<file path="src/hw/rtl/tbdr_pkg.sv">
`timescale 1ns / 1ps
`default_nettype none

package tbdr_pkg;

    localparam int unsigned STEP_W      = 8;
    localparam int unsigned BUTTONS_W   = 2;
    localparam int unsigned CODE_W      = 3;
    localparam int unsigned CFG_INDEX_W = 2;
    localparam int unsigned IN_TDATA_W  = 8;
    localparam int unsigned OUT_TDATA_W = 8;
    localparam int unsigned RESULT_W    = 2 * CODE_W;

    localparam logic [STEP_W-1:0] DEBOUNCE_RESET = STEP_W'(5);
    localparam logic [STEP_W-1:0] HOLD_RESET     = STEP_W'(50);
    localparam logic [STEP_W-1:0] REPEAT_RESET   = STEP_W'(10);

    typedef enum logic [CODE_W-1:0] {
        KEY_NONE    = 3'd0,
        KEY_RED     = 3'd1,
        KEY_GREEN   = 3'd2,
        KEY_BOTH    = 3'd3,
        KEY_INVALID = 3'd4
    } key_state_t;

    typedef enum logic [CODE_W-1:0] {
        EV_NONE  = 3'd0,
        EV_RED   = 3'd1,
        EV_GREEN = 3'd2,
        EV_LONG  = 3'd3,
        EV_SHORT = 3'd4
    } event_t;

    typedef enum logic [CFG_INDEX_W-1:0] {
        REG_DEBOUNCE = 2'd0,
        REG_HOLD     = 2'd1,
        REG_REPEAT   = 2'd2
    } reg_index_t;

    typedef struct packed {
        logic [STEP_W-1:0] debounce_steps;
        logic [STEP_W-1:0] hold_steps;
        logic [STEP_W-1:0] repeat_steps;
    } cfg_t;

    typedef struct packed {
        key_state_t           key_state;
        logic [BUTTONS_W-1:0] prev_sample;
        logic                 prev_valid;
        logic [STEP_W-1:0]    steps_left;
    } track_t;

endpackage

`default_nettype wire

</file>
<file path="src/hw/rtl/tbdr_step.sv">
`timescale 1ns / 1ps
`default_nettype none

module tbdr_step
(
    input  wire tbdr_pkg::track_t                   cur_track,
    input  wire tbdr_pkg::cfg_t                     cfg,
    input  wire logic [tbdr_pkg::BUTTONS_W-1:0]     sample,
    output tbdr_pkg::track_t                        next_track,
    output tbdr_pkg::event_t                        ev
);
    import tbdr_pkg::*;

    logic              same;
    logic [STEP_W-1:0] counted;

    always_comb
    begin
        same    = cur_track.prev_valid && (sample == cur_track.prev_sample);
        counted = same ? cur_track.steps_left - STEP_W'(1) : cur_track.steps_left;

        next_track             = cur_track;
        next_track.steps_left  = counted;
        next_track.prev_sample = sample;
        next_track.prev_valid  = 1'b1;
        ev                     = EV_NONE;

        if (counted == '0)
        begin
            // Counter expired: the planned transition of the qualified state.
            unique case (cur_track.key_state)
                KEY_NONE:
                begin
                    next_track.key_state = key_state_t'({1'b0, sample});
                    if (sample == '0)
                    begin
                        next_track.steps_left = cfg.debounce_steps;
                    end
                    else
                    begin
                        next_track.steps_left = cfg.hold_steps;
                        if (sample == BUTTONS_W'(KEY_RED))
                        begin
                            ev = EV_RED;
                        end
                        else if (sample == BUTTONS_W'(KEY_GREEN))
                        begin
                            ev = EV_GREEN;
                        end
                    end
                end
                KEY_RED:
                begin
                    next_track.steps_left = cfg.repeat_steps;
                    ev = EV_RED;
                end
                KEY_GREEN:
                begin
                    next_track.steps_left = cfg.repeat_steps;
                    ev = EV_GREEN;
                end
                KEY_BOTH:
                begin
                    ev = EV_LONG;
                    next_track.key_state  = KEY_INVALID;
                    next_track.steps_left = cfg.debounce_steps;
                end
                default:
                begin
                    if (sample == '0)
                    begin
                        next_track.key_state = KEY_NONE;
                    end
                    next_track.steps_left = cfg.debounce_steps;
                end
            endcase
        end
        else if (!same)
        begin
            // A change before expiry restarts debouncing or spoils the press.
            if (cur_track.key_state == KEY_NONE)
            begin
                next_track.steps_left = cfg.debounce_steps;
            end
            else
            begin
                if (cur_track.key_state == KEY_BOTH)
                begin
                    ev = EV_SHORT;
                end
                next_track.key_state  = KEY_INVALID;
                next_track.steps_left = cfg.debounce_steps;
            end
        end
    end

endmodule

`default_nettype wire

</file>
<file path="src/hw/rtl/tbdr_out_buf.sv">
`timescale 1ns / 1ps
`default_nettype none

module tbdr_out_buf
(
    input  wire logic                             clk,
    input  wire logic                             rst_n,
    input  wire logic                             in_valid,
    output logic                                  in_ready,
    input  wire logic [tbdr_pkg::RESULT_W-1:0]    in_data,
    output logic                                  out_valid,
    input  wire logic                             out_ready,
    output logic [tbdr_pkg::RESULT_W-1:0]         out_data
);
    import tbdr_pkg::*;

    logic                main_valid_reg, main_valid_next;
    logic                skid_valid_reg, skid_valid_next;
    logic [RESULT_W-1:0] main_data_reg, main_data_next;
    logic [RESULT_W-1:0] skid_data_reg, skid_data_next;
    logic                in_acc;

    assign in_ready  = !skid_valid_reg;
    assign in_acc    = in_valid && !skid_valid_reg;
    assign out_valid = main_valid_reg;
    assign out_data  = main_data_reg;

    always_comb
    begin
        main_valid_next = main_valid_reg;
        main_data_next  = main_data_reg;
        skid_valid_next = skid_valid_reg;
        skid_data_next  = skid_data_reg;
        if (out_ready || !main_valid_reg)
        begin
            // The skid entry is older than anything arriving now.
            main_valid_next = skid_valid_reg || in_acc;
            main_data_next  = skid_valid_reg ? skid_data_reg : in_data;
            skid_valid_next = 1'b0;
        end
        else if (in_acc)
        begin
            skid_valid_next = 1'b1;
            skid_data_next  = in_data;
        end
    end

    always_ff @(posedge clk or negedge rst_n)
    begin
        if (!rst_n)
        begin
            main_valid_reg <= 1'b0;
            skid_valid_reg <= 1'b0;
        end
        else
        begin
            main_valid_reg <= main_valid_next;
            skid_valid_reg <= skid_valid_next;
        end
    end

    always_ff @(posedge clk)
    begin
        main_data_reg <= main_data_next;
        skid_data_reg <= skid_data_next;
    end

endmodule

`default_nettype wire

</file>
<file path="src/hw/rtl/two_button_debounce_repeat_core.sv">
`timescale 1ns / 1ps
`default_nettype none

// Two-button debounce with auto-repeat and long/short two-button press.
// Input stream: one request per sample tick, s_tdata[1:0] holds the buttons
// (bit 0 red, bit 1 green, active high). Output stream: one request per input,
// m_tdata[2:0] is the event code (none, red, green, both long, both short) and
// m_tdata[5:3] the qualified state after the sample (none, red, green, both,
// invalid).
// A sample is taken on the cycle it is accepted; its result is registered in
// the output buffer. One sample can be accepted every cycle, limited only
// by the two-entry output buffer: when the receiver stalls, one more result
// is held in the skid entry and s_tready drops until the receiver drains it.
// The three step registers (debounce, hold, repeat) are written through the
// cfg port and take effect the next time the step counter is reloaded.
// Reset returns the registers to 5, 50 and 10, the qualified state to none,
// the counter to 5, empties the output buffer and makes the first sample
// after reset count as a change.
module two_button_debounce_repeat_core
#(
    parameter logic [tbdr_pkg::STEP_W-1:0] DEBOUNCE_INIT = tbdr_pkg::DEBOUNCE_RESET,
    parameter logic [tbdr_pkg::STEP_W-1:0] HOLD_INIT     = tbdr_pkg::HOLD_RESET,
    parameter logic [tbdr_pkg::STEP_W-1:0] REPEAT_INIT   = tbdr_pkg::REPEAT_RESET
)
(
    input  wire logic                                 clk,
    input  wire logic                                 rst_n,
    input  wire logic                                 s_tvalid,
    output logic                                      s_tready,
    input  wire logic [tbdr_pkg::IN_TDATA_W-1:0]      s_tdata,  // [1:0] buttons
    output logic                                      m_tvalid,
    input  wire logic                                 m_tready,
    output logic [tbdr_pkg::OUT_TDATA_W-1:0]          m_tdata,  // [2:0] event_code,
                                                                // [5:3] qualified_state
    input  wire logic                                 cfg_we,
    input  wire logic [tbdr_pkg::CFG_INDEX_W-1:0]     cfg_index,
    input  wire logic [tbdr_pkg::STEP_W-1:0]          cfg_data
);
    import tbdr_pkg::*;

    cfg_t                cfg_reg;
    track_t              track_reg;
    track_t              track_next;
    event_t              ev;
    logic                in_acc;
    logic [RESULT_W-1:0] result;
    logic [RESULT_W-1:0] out_result;

    assign in_acc = s_tvalid && s_tready;

    tbdr_step u_step
    (
        .cur_track  (track_reg),
        .cfg        (cfg_reg),
        .sample     (s_tdata[BUTTONS_W-1:0]),
        .next_track (track_next),
        .ev         (ev)
    );

    assign result = {track_next.key_state, ev};

    tbdr_out_buf u_out_buf
    (
        .clk       (clk),
        .rst_n     (rst_n),
        .in_valid  (s_tvalid),
        .in_ready  (s_tready),
        .in_data   (result),
        .out_valid (m_tvalid),
        .out_ready (m_tready),
        .out_data  (out_result)
    );

    assign m_tdata = {(OUT_TDATA_W - RESULT_W)'(0), out_result};

    always_ff @(posedge clk or negedge rst_n)
    begin
        if (!rst_n)
        begin
            cfg_reg.debounce_steps <= DEBOUNCE_INIT;
            cfg_reg.hold_steps     <= HOLD_INIT;
            cfg_reg.repeat_steps   <= REPEAT_INIT;
        end
        else if (cfg_we)
        begin
            unique case (cfg_index)
                REG_DEBOUNCE: cfg_reg.debounce_steps <= cfg_data;
                REG_HOLD:     cfg_reg.hold_steps     <= cfg_data;
                REG_REPEAT:   cfg_reg.repeat_steps   <= cfg_data;
                default:      ;
            endcase
        end
    end

    always_ff @(posedge clk or negedge rst_n)
    begin
        if (!rst_n)
        begin
            track_reg.key_state   <= KEY_NONE;
            track_reg.prev_sample <= '0;
            track_reg.prev_valid  <= 1'b0;
            track_reg.steps_left  <= DEBOUNCE_INIT;
        end
        else if (in_acc)
        begin
            track_reg <= track_next;
        end
    end

endmodule

`default_nettype wire
</file>
<file path="config.mk">
export PLATFORM = sky130hd
export DESIGN_NAME = two_button_debounce_repeat_core
export DESIGN_NICKNAME = d
export VERILOG_FILES = /design/src/hw/rtl/tbdr_pkg.sv /design/src/hw/rtl/tbdr_step.sv /design/src/hw/rtl/tbdr_out_buf.sv /design/src/hw/rtl/two_button_debounce_repeat_core.sv
export SDC_FILE = /design/constraint.sdc
export NUM_CORES = 1
export LEC_CHECK = 0
export CORE_ASPECT_RATIO = 1.5
export CORE_MARGIN = 5
export CORE_UTILIZATION = 38
export DETAILED_ROUTE_END_ITERATION = 12
export DONT_BUFFER_PORTS = 1
export GPL_ROUTABILITY_DRIVEN = 0
export SYNTH_ARGS = -nofsm -noshare
export SYNTH_HDL_FRONTEND = slang
export SYNTH_SLANG_ARGS = --single-unit
</file>
<file path="constraint.sdc">
create_clock -name clk -period 2.6 [get_ports clk]
set_input_delay 0.39 -clock clk [delete_from_list [all_inputs] [get_ports clk]]
set_output_delay 0.39 -clock clk [all_outputs]
set_load 0.02 [all_outputs]
</file>
==> results of run 1 <==
==> routing by layer <==
| metal | wire (um) | vias up |
|---|---|---|
| met4 | 71 | 0 |
| met1 | 2400 | 939 |
| li1 | - | 942 |
| met5 | 0 | - |
| met2 | 2970 | 50 |
| met3 | 255 | 5 |
==> critical path, stage by stage (launching register included) <==
cell	delay, ns
dfstp_2	0.59
inv_1	0.08
ha_1	0.24
xnor2_1	0.22
nand3_1	0.15
mux2i_4	0.25
o211a_2	0.32
nand2_4	0.12
o311a_1	0.39
==> cell type report <==
| class | count | area (um2) |
|---|---|---|
| Clock buffer | 7 | 108 |
| Clock inverter | 1 | 8.76 |
| Fill cell | 697 | 4120 |
| Inverter | 4 | 15.0 |
| Multi-Input combinational cell | 181 | 1330 |
| Sequential cell | 52 | 1370 |
| Tap cell | 100 | 125 |
| Timing Repair Buffer | 12 | 105 |
==> power breakdown <==
| group | leakage, nW | switching, mW | internal [mW] | total [mW] |
|---|---|---|---|---|
| logic | 0.544 | 0.334 | 0.297 | 0.631 |
| registers | 0.585 | 0.140 | 0.997 | 1.14 |
| clock network | 0.0596 | 0.280 | 0.277 | 0.557 |
| total | 1.19 | 0.754 | 1.57 | 2.32 |
==> worst paths after layout <==
kind	start	end	slack [ns]	cells past startpoint
worst max register to register	track_reg[0]$_DFFE_PN1P_	track_reg[13]$_DFFE_PN0P_	0.13	8
worst min-delay path	s_tdata[1]	track_reg[10]$_DFFE_PN0P_	0.19	2
max in group asynchronous	rst_n	cfg_reg[16]$_DFFE_PN1P_	1.79	2
worst max-delay path	track_reg[0]$_DFFE_PN1P_	track_reg[13]$_DFFE_PN0P_	0.13	8
worst min register to register	track_reg[9]$_DFFE_PN0P_	track_reg[9]$_DFFE_PN0P_	0.51	2
min in group asynchronous	rst_n	cfg_reg[23]$_DFFE_PN0P_	0.54	2
==> cells by family after synthesis <==
kind of cell | count (synthesis)
and+or+nand+nor | 87
AOI/OAI and AO/OA | 57
DFF | 52
muxes | 25
buffers and inverters | 19
xor gates and xnor gates | 8
adders and majority gates | 1
other | 1
==> placed cells by master, fill, tap and decap left out, types with 6 or more instances in the layout <==
cell / Yosys / final
dfstp_2: 9 / 9
mux2_2: 24 / 24
xnor2_1: 7 / 7
a21oi_1: 14 / 14
nand2_1: 27 / 27
nand3_1: 7 / 7
o211ai_1: 6 / 6
clkbuf_8: 0 / 6
a22o_1: 9 / 9
dfrtp_1: 31 / 31
nor2_1: 17 / 17
edfxtp_1: 12 / 12
buf_4: 4 / 10
a31oi_1: 6 / 6
==> timing repair <==
action                                  4_1_cts  5_1_grt
hold buffers                                  2        0
hold endpoints to repair                     40        0
endpoints found under the setup margin        0       10
gates resized for setup                       0        1
==> synthesized netlist by cell type (2+ instances only) <==
library cell,number
dfstp_2,9
a21oi_1,14
buf_4,4
or2_2,2
nor3_1,5
xnor2_1,7
o41ai_2,3
dfrtp_1,31
o221ai_1,4
nor3b_1,3
inv_1,4
a22o_1,9
a211oi_1,2
edfxtp_1,12
or4_1,2
o21ai_1,2
nand2_1,27
nand3b_1,2
nor2_2,2
mux2_2,24
clkbuf_1,8
nand3_1,7
or3_1,5
o211ai_1,6
nor2_1,17
buf_6,2
nand4_1,2
and4b_1,2
a31oi_1,6
nor2b_1,2
o21ai_0,2
==> per-stage QoR <==
step / utilization, % / area [um2]
6_report: 42.6 / 3060
5_1_grt: 42.6 / 3060
4_1_cts: 42.3 / 3040
3_5_place_dp: 40.3 / 2890
3_3_place_gp: 40.3 / 2890
2_1_floorplan: - / 2780
==> impl_results.md, run 1 <==
* Maximum VDD drop at 0.398 mV
* Initial core utilization at 38.7%
* Leak at 1.19 nW
* DRC at 0
* Register clock-pin slew on the reported worst setup and hold paths at 0.10 ns
* Number of distinct library cells after synthesis at 54
* Fmax at 406 MHz
* Grt peak-use layer: met2
* Max-cap violations at 0
* Die area at 9150 um2
* Vias in the first global route at 2,003
* Sequential area share after synthesis at 49.5%
* Final cell count without fillers at 357
* Top FF cell, synth: dfrtp_1
* Avg WL per Cell at 16.0 um
* Slew Viols, Final at 0
* Avg Cell Area, Syn at 11.1 um2
* Power Total at 2.32 mW
* Post-Syn Area at 2780 um2
* Final period util at 94.8%
* Worst Path Arrival at 2.66 ns
* Number of flops mapped to enable cells by yosys at 12
* Setup Crit Path Kind: reg2reg
* Core Region at 7180 um2
* Layout cells sized above 1 at 27.2%
* Post-synthesis cell count at 250
* Area contributors post-synth: dfrtp_1 28%, edfxtp_1 13%, mux2_2 9.7%
* Crit path capture type: register
* Total CTS buffers at 5
* Hold Violations, Final at 0
* Postcts setup bufs at 0
* Post-route ant nets at 0
* Yosys top cell area share at 28.0%
* GRT Total Usage at 13.9%
* Nets@finish at 280
* Post-Synth Simple-Gate Area at 16.9%
* Clk root buf: clkbuf_8
* Die H at 115 um
* Synth Area in Compound Gates at 16.6%
* Port Buffer Count at 0
* Cell area power density at 760 nW/um2
* Crit start category: register
* First-pass GRT wire length at 10,100 um
* Largest family of logic cells by synthesized area: simple AND/OR/NAND/NOR gates
* Dpl cells at 346
* # setup viols final at 0
* Max FFs per register at 24
* Post-Synth Adder-Cell Area at 0.451%
* Synthesis-stage register bit count at 52
* Largest net degree at the start of global routing at 41
* Worst Slack Setup Final at 0.135 ns
* Drt first-iter violations at 133
* Outcome: finished, final reports clean
* Met1 usage at 16.3%
* CTS tree: done
* Clock buffer depth at 2
* Vias at 1,936
* Min-Delay Path Class: in2reg
* H-tree levels at 2
* Clock sink total at 52
* Final Skew at 0.00827 ns
* Multiplexer area fraction after synthesis at 10.2%
* Via density at 5.42
* # diodes at 0
* Period minus WS final at 2.47 ns
* Initial antenna violation count at 0
* Clk Latency, worst-skew pair at 0.30 ns
* Warnings from Yosys at 0
* I/O pin total at 33
* Setup WS pre-CTS at 0.0887 ns
* GRT met2 Usage at 24.9%
* Setup tns final at 0 ns
* WP data required at 2.79 ns
* Final WL at 5700 um
* WHS at 0.186 ns
* DIE WIDTH at 79.8 um
* Layout area overhead at 10.2%
* Crit-path max FO at 8
* Asr flop ratio synth at 76.9%
* Cell taking the most area after synthesis: dfrtp_1
* Detail Placement HPWL at 4130 um
* Pre-antenna DRT Iters at 4
* Tightest Pin Transition at 0.539 ns
* Global Route met3 Usage at 3.15%
* XOR/XNOR Fraction of Synth Area at 2.52%
* Total grt overflow at 0
* Standard-cell rows at 38
* Slew HR at 63.9%
No activity file was read; power rests on OpenSTA's default activity.
==> run 2, diff against run 1 <==
Settings changed: CORE_UTILIZATION 38 to 35.
Clock period 2.6 ns to 2.7 ns, I/O delays scaled along.
==> impl_results.md, run 2 (synthesis gave the netlist of run 1 again) <==
* Dpl cells at 346 (unchanged)
* RR Endpoint: u_out_buf.out_data[5]$_DFFE_PN_ (was track_reg[13]$_DFFE_PN0P_)
* Max stage delay cell, worst path: dfstp_2 (unchanged)
* Outcome: finished, final reports clean (unchanged)
* Pre-antenna DRT Iters at 4 (unchanged)
* Area post-placement at 2890 um2 (unchanged)
* Crit path capture type: register (unchanged)
* Die H at 119 um (was 115 um)
* Slew HR at 64.9% (was 63.9%)
* Core Region at 7660 um2 (was 7180 um2)
* I/O pin total at 33 (unchanged)
* WP data required at 2.74 ns (was 2.79 ns)
* Clock buffer depth at 2 (unchanged)
* DRC at 0 (unchanged)
* H-tree levels at 2 (unchanged)
* # setup viols final at 0 (unchanged)
* WP buf/inv at 1 (unchanged)
* Initial core utilization at 36.2% (was 38.7%)
* Setup Crit Path Kind: reg2reg (unchanged)
* R2R depth at 8 (unchanged)
* Min-delay src: s_tdata[0] (was s_tdata[1])
* PostCTS Resize Cnt at 0 (unchanged)
* Total CTS buffers at 5 (unchanged)
* Hold Violations, Final at 0 (unchanged)
* Max-cap violations at 0 (unchanged)
* Largest net degree at the start of global routing at 41 (unchanged)
* Cell Chain, Critical Path: inv_1, ha_1, xnor2_1, nand3_1, mux2i_2, o211ai_4, o31a_1, a22o_1 (was inv_1, ha_1, xnor2_1, nand3_1, mux2i_4, o211a_2, nand2_4, o311a_1)
* Final Skew at 0.00571 ns (was 0.00827 ns)
* GRT Total Usage at 12.3% (was 13.9%)
* Clk Latency, worst-skew pair at 0.29 ns (was 0.30 ns)
* Register clock-pin slew on the reported worst setup and hold paths at 0.07 ns (was 0.10 ns)
* Slowest stage delay, CP at 0.57 ns (was 0.59 ns)
* Worst Hold End: track_reg[9]$_DFFE_PN0P_ (was track_reg[10]$_DFFE_PN0P_)
* Detail Placement HPWL at 4110 um (was 4130 um)
* GRT met2 Usage at 22.2% (was 24.9%)
* Avg WL per Cell at 15.7 um (was 16.0 um)
* Met1 usage at 13.9% (was 16.3%)
* Leak at 1.20 nW (was 1.19 nW)
* Vias at 1,871 (was 1,936)
* Clk root buf: clkbuf_16 (was clkbuf_8)
* Slew Viols, Final at 0 (unchanged)
* First-pass GRT wire length at 9490 um (was 10,100 um)
* Standard-cell rows at 39 (was 38)
* Via density at 5.26 (was 5.42)
* Post-route ant nets at 0 (unchanged)
* Final WL at 5600 um (was 5700 um)
* DIE WIDTH at 82.7 um (was 79.8 um)
* Period minus WS final at 2.48 ns (was 2.47 ns)
* Util after Layout at 40.5% (was 42.6%)
* Crit start category: register (unchanged)
* Register-to-Register Setup Slack at 0.22 ns (was 0.13 ns)
* Multi-input gate area at 1300 um2 (was 1330 um2)
* Max FFs per register at 24 (unchanged)
* Layout area overhead at 11.7% (was 10.2%)
* Tightest Pin Transition at 0.525 ns (was 0.539 ns)
* Fillers at 767 (was 697)
* # diodes at 0 (unchanged)
* Setup tns final at 0 ns (unchanged)
* Grt peak-use layer: met2 (unchanged)
* Nets@finish at 277 (was 280)
* Worst Path Arrival at 2.53 ns (was 2.66 ns)
* Die area at 9850 um2 (was 9150 um2)
* Clock sink total at 52 (unchanged)
* Global Route met3 Usage at 2.57% (was 3.15%)
* Vias in the first global route at 1,974 (was 2,003)
* RSZ-0062 raised after global routing: false
* Power Total at 2.42 mW (was 2.32 mW)
* Most frequent cells in the layout: 31 x dfrtp_1, 27 x nand2_1, 24 x mux2_2 (unchanged)
* Layout cells sized above 1 at 26.0% (was 27.2%)
* Initial antenna violation count at 0 (unchanged)
* Drt first-iter violations at 67 (was 133)
* Post-route cell area at 3100 um2 (was 3060 um2)
* Fmax at 403 MHz (was 406 MHz)
* Cell area power density at 780 nW/um2 (was 760 nW/um2)
* CTS tree: done (unchanged)
* Min-Delay Path Class: in2reg (unchanged)
* Postcts setup bufs at 0 (unchanged)
* Final cell count without fillers at 356 (was 357)
* Reg area at 1370 um2 (unchanged)
* Crit-path max FO at 16 (was 8)
* Family with the most delay on the worst path: compound AO/OA/AOI/OAI gates (unchanged)
* Hold Path Stages at 2 (unchanged)
* Final period util at 92.0% (was 94.8%)
* Total grt overflow at 0 (unchanged)
* Port Buffer Count at 0 (unchanged)
* Maximum VDD drop at 0.363 mV (was 0.398 mV)
* Most common cell after layout, fill and taps aside: dfrtp_1 (unchanged)
* Worst r2r src: track_reg[0]$_DFFE_PN1P_ (unchanged)
-- run 2: cell types whose count changed in the layout (fill, tap and decap cells not counted) --
| cell | previous run | this run |
|---|---|---|
| clkbuf_16 | 1 | 7 |
| clkbuf_8 | 6 | 0 |
| buf_4 | 10 | 7 |
| buf_12 | 1 | 2 |
| clkbuf_1 | 0 | 1 |
| clkinv_4 | 1 | 0 |
| mux2i_2 | 0 | 1 |
| mux2i_4 | 1 | 0 |
| o211ai_2 | 1 | 0 |
-- run 2: final cells by class --
type,count,area share [%]
timing repair buffer,10,3.31
sequential,52,44.3
clock buffer,8,5.77
tap,102,4.12
multi-input combinational,180,42.1
inverter,4,0.484
-- run 2: worst max-delay path by stage --
stage	cells after the start	startpoint	end
5_1_grt	8	track_reg[0]$_DFFE_PN1P_	u_out_buf.out_data[4]$_DFFE_PN_
3_3_place_gp	8	track_reg[0]$_DFFE_PN1P_	u_out_buf.out_data[5]$_DFFE_PN_
2_1_floorplan	10	s_tdata[1]	u_out_buf.out_data[5]$_DFFE_PN_
6_report	8	track_reg[0]$_DFFE_PN1P_	u_out_buf.out_data[5]$_DFFE_PN_
3_5_place_dp	8	track_reg[0]$_DFFE_PN1P_	u_out_buf.out_data[5]$_DFFE_PN_
4_1_cts	8	track_reg[0]$_DFFE_PN1P_	u_out_buf.out_data[5]$_DFFE_PN_
-- run 2: metal layers --
layer,routed length (um),up-vias
met2,3010,29
met4,80,0
met1,2330,904
met5,0,-
met3,179,6
li1,-,932
-- run 2: worst register-to-register path: stages, from the launching register on --
cell and delay, ns:
dfstp_2 0.57, inv_1 0.08, ha_1 0.24, xnor2_1 0.22
nand3_1 0.13, mux2i_2 0.26, o211ai_4 0.23, o31a_1 0.33
a22o_1 0.19
-- run 2: timing repair --
item                                    in CTS  in global routing
endpoints found under the hold margin       40                  0
hold buffers                                 2                  0
endpoints found under the setup margin       0                  0
-- run 2: stage by stage --
stage / setup WS (ns) / hold WS (ns)
6_report: 0.217 / 0.225
5_1_grt: 0.0528 / 0.236
4_1_cts: 0.198 / 0.223
3_5_place_dp: 0.237 / 0.111
3_3_place_gp: 0.245 / 0.111
2_1_floorplan: 0.252 / 0.109
-- run 2: power breakdown --
part | switching [mW] | internal [mW] | total, mW
clock network | 0.278 | 0.457 | 0.736
registers | 0.135 | 0.961 | 1.10
logic | 0.304 | 0.282 | 0.587
total | 0.717 | 1.70 | 2.42
